### src/rtl/ffd_pkg.sv
`timescale 1ns / 1ps

package ffd_pkg;

	localparam int unsigned PAYLOAD_BYTES = 24;
	localparam int unsigned WORD_COUNT    = 6;
	localparam int unsigned IDX_W         = 5;

	localparam logic [7:0] HDR_FIRST  = 8'h0D;
	localparam logic [7:0] HDR_SECOND = 8'h0A;
	localparam logic [7:0] TRL_FIRST  = 8'h0A;
	localparam logic [7:0] TRL_SECOND = 8'h0D;

	localparam logic [1:0] LAMP_LEAVE = 2'd0;
	localparam logic [1:0] LAMP_ON    = 2'd1;
	localparam logic [1:0] LAMP_OFF   = 2'd2;

	// A completed frame as handed from the parser to the result register.
	typedef struct packed {
		logic                        done;
		logic [WORD_COUNT-1:0][31:0] words;
	} frame_t;

endpackage

### src/rtl/ffd_parser.sv
`timescale 1ns / 1ps

module ffd_parser
	import ffd_pkg::*;
(
	input  logic       clk,
	input  logic       arst_n,
	input  logic       step,
	input  logic [7:0] rx_byte,
	output frame_t     frame
);

	typedef enum logic [2:0] {
		PH_HUNT    = 3'd0,
		PH_HDR2    = 3'd1,
		PH_PAYLOAD = 3'd2,
		PH_TRL1    = 3'd3,
		PH_TRL2    = 3'd4
	} phase_t;

	localparam logic [IDX_W-1:0] LAST_IDX = IDX_W'(PAYLOAD_BYTES - 1);

	phase_t           phase_q;
	logic [IDX_W-1:0] index_q;
	logic [7:0]       payload_q [PAYLOAD_BYTES];

	always_ff @(posedge clk or negedge arst_n) begin
		if (!arst_n) begin
			phase_q <= PH_HUNT;
			index_q <= '0;
		end else if (step) begin
			case (phase_q)
				PH_HDR2: begin
					index_q <= '0;
					phase_q <= (rx_byte == HDR_SECOND) ? PH_PAYLOAD : PH_HUNT;
				end
				PH_PAYLOAD: begin
					if (index_q == LAST_IDX) begin
						index_q <= '0;
						phase_q <= PH_TRL1;
					end else begin
						index_q <= index_q + 1'b1;
					end
				end
				PH_TRL1: phase_q <= (rx_byte == TRL_FIRST) ? PH_TRL2 : PH_HUNT;
				PH_TRL2: phase_q <= PH_HUNT;
				default: phase_q <= (rx_byte == HDR_FIRST) ? PH_HDR2 : PH_HUNT;
			endcase
		end
	end

	// Payload bytes enter at the top and move down one place per byte, so after
	// a full payload the first byte of the frame sits in entry 0.
	always_ff @(posedge clk) begin
		if (step && phase_q == PH_PAYLOAD) begin
			for (int i = 0; i < PAYLOAD_BYTES - 1; i++) begin
				payload_q[i] <= payload_q[i+1];
			end
			payload_q[PAYLOAD_BYTES-1] <= rx_byte;
		end
	end

	always_comb begin
		frame.done = step && phase_q == PH_TRL2 && rx_byte == TRL_SECOND;
		for (int k = 0; k < WORD_COUNT; k++) begin
			frame.words[k] = {payload_q[4*k+3], payload_q[4*k+2],
				payload_q[4*k+1], payload_q[4*k]};
		end
	end

endmodule

### src/rtl/ffd_result.sv
`timescale 1ns / 1ps

module ffd_result
	import ffd_pkg::*;
(
	input  logic        clk,
	input  logic        arst_n,
	input  frame_t      frame,
	input  logic        out_ready,
	output logic        out_valid,
	output logic [31:0] word_yaw,
	output logic [31:0] word_roll,
	output logic [31:0] word_pitch,
	output logic [31:0] word_pos_x,
	output logic [31:0] word_pos_y,
	output logic [31:0] word_turn_rate,
	output logic [1:0]  lamp_action
);

	logic       valid_q;
	logic [1:0] action;
	logic       z0, z3, z4;

	// Sign bit is ignored, so both signed zeros count as zero.
	always_comb begin
		z0 = frame.words[0][30:0] == '0;
		z3 = frame.words[3][30:0] == '0;
		z4 = frame.words[4][30:0] == '0;
		if (!z0 && !z3 && !z4) begin
			action = LAMP_ON;
		end else if (z0 && z3 && z4) begin
			action = LAMP_OFF;
		end else begin
			action = LAMP_LEAVE;
		end
	end

	always_ff @(posedge clk or negedge arst_n) begin
		if (!arst_n) begin
			valid_q <= 1'b0;
		end else if (frame.done) begin
			valid_q <= 1'b1;
		end else if (out_ready) begin
			valid_q <= 1'b0;
		end
	end

	always_ff @(posedge clk) begin
		if (frame.done) begin
			word_yaw       <= frame.words[0];
			word_roll      <= frame.words[1];
			word_pitch     <= frame.words[2];
			word_pos_x     <= frame.words[3];
			word_pos_y     <= frame.words[4];
			word_turn_rate <= frame.words[5];
			lamp_action    <= action;
		end
	end

	assign out_valid = valid_q;

endmodule

### src/rtl/fixed_frame_deframer_six_words_core.sv
`timescale 1ns / 1ps

// Fixed-length frame deframer, six words per frame.
// Input channel: in_valid / in_ready carry one received byte (rx_byte) per
// transaction. The block hunts for the header 0x0D 0x0A, collects 24 payload
// bytes and checks the trailer 0x0A 0x0D. Any unexpected byte sends it back
// to the hunt.
// Output channel: out_valid / out_ready carry one transaction per good frame:
// six little-endian 32-bit words and lamp_action (0 leave, 1 on, 2 off).
// Throughput is one byte per cycle while the output is not stalled. A byte
// is held in the input register and parsed from there, and a finished frame
// is captured in the result register, which drives the output.
// While a finished frame waits on out_ready, the held byte is not parsed and
// in_ready drops once the input register is full; parsing resumes in the
// cycle the frame is taken.
// Reset clears the input and output valid flags and puts the parser in hunt.
module fixed_frame_deframer_six_words_core
	import ffd_pkg::*;
(
	input  logic        clk,
	input  logic        arst_n,
	input  logic        in_valid,
	output logic        in_ready,
	input  logic [7:0]  rx_byte,
	output logic        out_valid,
	input  logic        out_ready,
	output logic [31:0] word_yaw,
	output logic [31:0] word_roll,
	output logic [31:0] word_pitch,
	output logic [31:0] word_pos_x,
	output logic [31:0] word_pos_y,
	output logic [31:0] word_turn_rate,
	output logic [1:0]  lamp_action
);

	logic       valid_s1;
	logic [7:0] byte_s1;
	logic       step;
	frame_t     frame;

	// The held byte may be parsed only when the result register can take a frame.
	assign step     = valid_s1 && (!out_valid || out_ready);
	assign in_ready = !valid_s1 || step;

	always_ff @(posedge clk or negedge arst_n) begin
		if (!arst_n) begin
			valid_s1 <= 1'b0;
		end else if (in_ready) begin
			valid_s1 <= in_valid;
		end
	end

	always_ff @(posedge clk) begin
		if (in_ready && in_valid) begin
			byte_s1 <= rx_byte;
		end
	end

	ffd_parser u_parser (
		.clk     (clk),
		.arst_n  (arst_n),
		.step    (step),
		.rx_byte (byte_s1),
		.frame   (frame)
	);

	ffd_result u_result (
		.clk            (clk),
		.arst_n         (arst_n),
		.frame          (frame),
		.out_ready      (out_ready),
		.out_valid      (out_valid),
		.word_yaw       (word_yaw),
		.word_roll      (word_roll),
		.word_pitch     (word_pitch),
		.word_pos_x     (word_pos_x),
		.word_pos_y     (word_pos_y),
		.word_turn_rate (word_turn_rate),
		.lamp_action    (lamp_action)
	);

endmodule

### config.mk
export PLATFORM = sky130hd
export DESIGN_NAME = fixed_frame_deframer_six_words_core
export DESIGN_NICKNAME = d
export VERILOG_FILES = /design/src/rtl/ffd_pkg.sv /design/src/rtl/ffd_parser.sv /design/src/rtl/ffd_result.sv /design/src/rtl/fixed_frame_deframer_six_words_core.sv
export SDC_FILE = /design/constraint.sdc
export NUM_CORES = 1
export LEC_CHECK = 0
export ABC_AREA = 1
export BUFFER_PORTS_ARGS = -buffer_cell sky130_fd_sc_hd__buf_2
export CAP_MARGIN = 20
export CORE_MARGIN = 2
export CORE_UTILIZATION = 49
export CTS_CLUSTER_SIZE = 12
export DETAILED_ROUTE_END_ITERATION = 12
export GPL_ROUTABILITY_DRIVEN = 0
export PLACE_DENSITY = 0.68
export SLEW_MARGIN = 15
export SYNTH_ARGS = -nofsm -noshare
export SYNTH_HDL_FRONTEND = slang
export SYNTH_SLANG_ARGS = --single-unit
### constraint.sdc
create_clock -name clk -period 6.58 [get_ports clk]
set_clock_uncertainty 0.1 [all_clocks]
set_input_delay 0.329 -clock clk [delete_from_list [all_inputs] [get_ports clk]]
set_output_delay 0.329 -clock clk [all_outputs]
set_load 0.02 [all_outputs]
# Word-level counts from Yosys, hierarchy flattened

Memories as Yosys holds them, arrays and structs flattened.
Index checks and enable logic that the tools add are counted.

Memories: 1
Bits in writable memories: 192
Output and inout bits: 196
Register bits: 212
ROM bits: 0
Input port bits: 12
Latch bits: 0

Memory list:

| name               | words | width | read ports | clocked after Yosys merged registers in | wr ports | RTL line         | source |
|---|---|---|---|---|---|---|---|
| u_parser.payload_q | 24    | 8     | 24         | 0                                       | 24       | ffd_parser.sv:25 | `logic [7:0] payload_q [PAYLOAD_BYTES];` |

Equality and inequality tests: 8
Multipliers: 0
Reductions and logical operators: 23
Add/subtract/negate cells: 1
Order comparisons: 0
Bitwise operators: 0
Shifts and indexed selects: 0
Multiplexer cells: 12
Divide/modulo/power cells: 0

Operators by type and width:

| operator                                              | number |
|---|---|
| logical NOT 31 bit                                    | 3 |
| == test 8 x 4 -> 1 bit, second input constant         | 2 |
| one-hot mux 3 bit (4 select lines)                    | 1 |
| one-hot mux 5 bit (2 select lines)                    | 1 |
| logical AND 1 bit                                     | 9 |
| == test 3 x 2 -> 1 bit, second input constant         | 2 |
| two-way mux 3 bit                                     | 2 |
| adder 5 x 1 -> 5 bit, second input constant           | 1 |
| == test 5 bit, second input constant                  | 1 |
| logical NOT 1 bit                                     | 5 |
| two-way mux 1 bit                                     | 5 |
| two-way mux 5 bit                                     | 1 |
| two-way mux 2 bit                                     | 2 |
| AND reduction 2 bit                                   | 2 |
| nonzero test 2 bit                                    | 2 |
| == test 3 x 1 -> 1 bit, second input constant         | 1 |
| == test 3 bit, second input constant                  | 1 |
| logical OR 1 bit                                      | 2 |
| inequality test 2 x 1 -> 1 bit, second input constant | 1 |

# Logic depth before layout (Yosys ltp)

Depth in word-level cells: 6
Depth in mapped cells: 8
Depth with buffers taken out: 8

# Hierarchy

A second synthesis with hierarchy kept.

Cell total of the unflattened synthesis: 619
Area, all modules: 12982.5 µm²

Modules (own cells, without submodules):

| module                              | times used | cells an instance | sequential area each (µm²) | area each (µm²) |
|---|---|---|---|---|
| ffd_result                          | 1          | 331               | 5850.6                     | 6377.4 |
| ffd_parser                          | 1          | 272               | 5965.7                     | 6303.5 |
| fixed_frame_deframer_six_words_core | 1          | 16                | 265.3                      | 301.5 |

# Worst setup path after synthesis

Ideal clock, no wire load.

Path kind: flip-flop to flip-flop
Start: register u_result.valid_q (netlist: u_result.out_valid)
End: register u_result.lamp_action[0], enable pin
Arrival: 4.642 ns
Stages on the path, launching flop included: 6
Setup time: 0.547 ns
Required time: 5.933 ns
Clock period less this slack: 5.288 ns
Path slack: 1.292 ns
Path buffers: 0
Cell sequence: dfrtp_1 -> nand2_1 -> nand2_1 -> nor2_1 -> nand2_1 -> inv_1

RTL lines:

| item                     | RTL line         | source |
|---|---|---|
| start: declaration       | ffd_result.sv:20 | `logic valid_q;` |
| start signal: assignment | ffd_result.sv:40 | `valid_q <= 1'b0;` |
| start signal: assignment | ffd_result.sv:42 | `valid_q <= 1'b1;` |
| start signal: assignment | ffd_result.sv:44 | `valid_q <= 1'b0;` |
| end signal: assignment   | ffd_result.sv:56 | `lamp_action <= action;` |
| end: declaration         | ffd_result.sv:17 | `output logic [1:0] lamp_action` |

==> impl_metrics.json <==
{
  "critPathLaunchType": "input port",
  "setup_viol": 0,
  "syn_nets": 622,
  "path_max_fanout": 134,
  "drt-total-wl_mm": 22.17,
  "reg2reg_from": "u_parser.phase_q[0]",
  "final_max_slew_viol_count": 0,
  "synth_mux_area_frac": 0,
  "fin_cells": 1224,
  "routedWlPerCell_um": 18.12,
  "setup_ws_ns": 3.604,
  "topRoutingLayerUsed": "met4",
  "layout-drive-gt1-share": 0.3037,
  "core-area_mm2": 0.02598,
  "synth_warnings": 0,
  "placedCellCount": 1153,
  "syn_avg_cell_area_um2": 21.28,
  "worst_slew_pin_slew_ns": 1.034,
  "outcome": "finished, final reports clean",
  "yosys.area_share.simple": 0.04557,
  "power.density_mw_per_mm2": 310.0,
  "tritoncts": "done",
  "relSlewSlack": 0.3108,
  "antenna_found_initial": 0,
  "period_share": 0.4523,
  "design_area_mm2": 0.01573,
  "syn_to_final_growth_pct": 21.35,
  "cp-end-kind": "flip-flop",
  "hold_class": "in2async",
  "critical_path_arrival_ns": 3.01,
  "syn_area_mm2": 0.01296,
  "cp.required_ns": 6.62,
  "placed_area_mm2": 0.01445,
  "syn-instance-count": 609,
  "postLayoutCoreUtil": 0.6052,
  "drtAntennaViolNets": 0,
  "finalHoldViolations": 0,
  "p_leak_nw": 5.635,
  "diodes": 0,
  "groute.usage.overall": 0.1576,
  "viasPerCell": 4.866,
  "grt_max_degree": 146,
  "ir_drop_mv": 0.2198,
  "path_cells": "dlygate4sd3_1 -> buf_2 -> inv_1 -> nand2_1 -> nand2_1 -> inv_1 -> nand2_1 -> inv_8 -> buf_4",
  "synth_top_cell_by_area": "edfxtp_1",
  "clock_sinks": 404,
  "io_buffer_count": 207,
  "post_cts_buffers": 0,
  "met2_length_mm": 10.49,
  "ys_seq_area_frac": 0.9322,
  "crit_family": "buffers and inverters",
  "overflow": 0,
  "numCtsBuffers": 41,
  "nets": 885,
  "rrSetupSlack_ns": 3.63,
  "drtIter0Drc": 410,
  "crit_path_start": "out_ready",
  "max_stage_delay_ns": 0.74,
  "synth_fa_ha_area_frac": 0.0009654,
  "cts_hold_buf": 11,
  "synth_xor_area_frac": 0.001352,
  "cts_max_level": 2,
  "dieArea_mm2": 0.02777,
  "die_x_um": 166.6,
  "wl_met3_mm": 2.191,
  "ys_top_cells_by_area": "edfxtp_1 91%, nor2_1 2.0%, dfrtp_1 1.9%",
  "num_rows": 59,
  "cts_resized": 0,
  "multi_input_area_um2": 709.4,
  "criticalPathCategory": "in2reg",
  "critPathSlowestCell": "buf_4",
  "path_clk_slew_ns": 0.06,
  "grt_pass1_wl_mm": 33.32,
  "path_buf_inv": 6,
  "synth_cell_types": 23,
  "cts_buffer_depth": 3,
  "clk_latency_ns": 0.52,
  "p_total_mw": 4.875,
  "synth.top_cell.area_share": 0.9129,
  "reg2reg_depth": 6,
  "setup-tns-final_ns": 0,
  "nFillCells": 1873,
  "regArea_mm2": 0.01208,
  "synth_top_family_by_area": "simple AND/OR/NAND/NOR gates",
  "route.detailed.drc": 0,
  "timing.rr.end": "u_parser.payload_q[2][14]",
  "fmax_mhz": 336.0,
  "grt_pass1_vias": 6031,
  "pin_count": 208,
  "fin_hold_ws_ns": 0.09547,
  "root_buffer": "clkbuf_16",
  "dp_hpwl_mm": 13.72,
  "die_h_um": 166.6,
  "dr.pass1.iters": 4,
  "rsz0062_at_grt": "no",
  "maxCapViolCount": 0,
  "initial_core_util": 0.4987,
  "cpMostUsedCell": "nand2_1",
  "vias": 5956,
  "pre_cts_slack_ns": 3.572,
  "drt-met1-wl_mm": 8.993,
  "ys_ff_latch": 404,
  "period_needed_ns": 2.976,
  "synth_compound_area_frac": 0.006855
}
==> area by class of cell <==
cell class,instances,area share
clock buffers,52,0.07184
clock inverters,8,0.002626
inverters,45,0.01170
multi-input cells,160,0.04511
flip-flops and latches,404,0.7682
well taps,335,0.02665
repair buffers,220,0.07383
==> Yosys cell counts <==
| cell | count |
|---|---|
| nand4_1 | 3 |
| nand3_1 | 6 |
| a21oi_1 | 2 |
| nand2_2 | 1 |
| a21oi_2 | 1 |
| edfxtp_1 | 394 |
| xor2_1 | 1 |
| o21ai_0 | 5 |
| inv_2 | 5 |
| dfrtp_1 | 10 |
| a21oi_4 | 1 |
| ha_1 | 1 |
| o21ai_2 | 1 |
| inv_1 | 40 |
| o21a_1 | 1 |
| nand3_4 | 1 |
| nand2_1 | 60 |
| or2_1 | 1 |
| nand3b_1 | 1 |
| o22ai_1 | 2 |
| xnor2_1 | 1 |
| nand3_2 | 2 |
| nor2_1 | 69 |
==> layout by cell type (no fill, tap or decap) <==
cell type | Yosys | layout
a21oi_4 | 1 | 1
o21ai_2 | 1 | 1
clkbuf_1 | 0 | 7
clkbuf_16 | 0 | 43
o21a_1 | 1 | 1
inv_6 | 0 | 2
nand3_1 | 6 | 6
clkbuf_8 | 0 | 2
inv_8 | 0 | 2
clkinv_2 | 0 | 1
nand3_4 | 1 | 1
or2_1 | 1 | 1
nor2_1 | 69 | 69
clkinv_1 | 0 | 5
dlygate4sd3_1 | 0 | 11
nand3b_1 | 1 | 1
buf_4 | 0 | 2
dfrtp_1 | 10 | 10
edfxtp_1 | 394 | 394
inv_2 | 5 | 4
nand4_1 | 3 | 3
nand2_1 | 60 | 60
ha_1 | 1 | 1
xor2_1 | 1 | 1
inv_1 | 40 | 39
buf_2 | 0 | 207
o21ai_0 | 5 | 5
a21oi_2 | 1 | 1
a21oi_1 | 2 | 2
o22ai_1 | 2 | 2
nand3_2 | 2 | 2
nand2_2 | 1 | 1
xnor2_1 | 1 | 1
==> flip-flops by register name, summed over array words and instances, names as in the netlist <==
name and flops:
u_parser.phase_q 3, u_result.word_pos_x 32, u_result.lamp_action 2, u_result.word_turn_rate 32
u_parser.index_q 5, valid_s1 1, u_result.word_roll 32, u_result.word_yaw 32
u_result.word_pitch 32, u_parser.payload_q 192, byte_s1 8, u_result.word_pos_y 32
u_result.out_valid 1
==> worst max path at each step <==
stage                                           end  depth (start not counted)
after CTS                 u_parser.payload_q[2][20]                          9
final                     u_parser.payload_q[2][14]                          9
after global routing      u_parser.payload_q[2][14]                          9
after global placement    u_parser.payload_q[2][20]                          8
after floorplan             u_result.lamp_action[0]                          5
after detailed placement  u_parser.payload_q[2][20]                          8
==> cells by family after synthesis <==
group	Yosys count
flops	404
buf+inv	45
simple gates	144
compound gates	13
xor+xnor	2
fa+ha+maj	1
==> layer usage <==
layer  track usage  up-vias
met5             0        -
met4       0.04535        0
met3       0.06298       44
met2        0.2549      247
met1        0.1995     2888
li1              -     2777
==> worst reg2reg max path, stage by stage (launching register included) <==
cell     delay [ns]
dfrtp_1        0.43
inv_2          0.10
nand3_4        0.10
inv_2          0.12
nand2_1        0.17
inv_8          0.67
buf_4          0.85
==> where the power goes <==
part           internal [mW]  switching (mW)
clock network           1.20           0.863
logic                 0.0104          0.0100
registers               2.79         0.00531
total                   4.00           0.878
No activity file was read; power rests on OpenSTA's default activity.
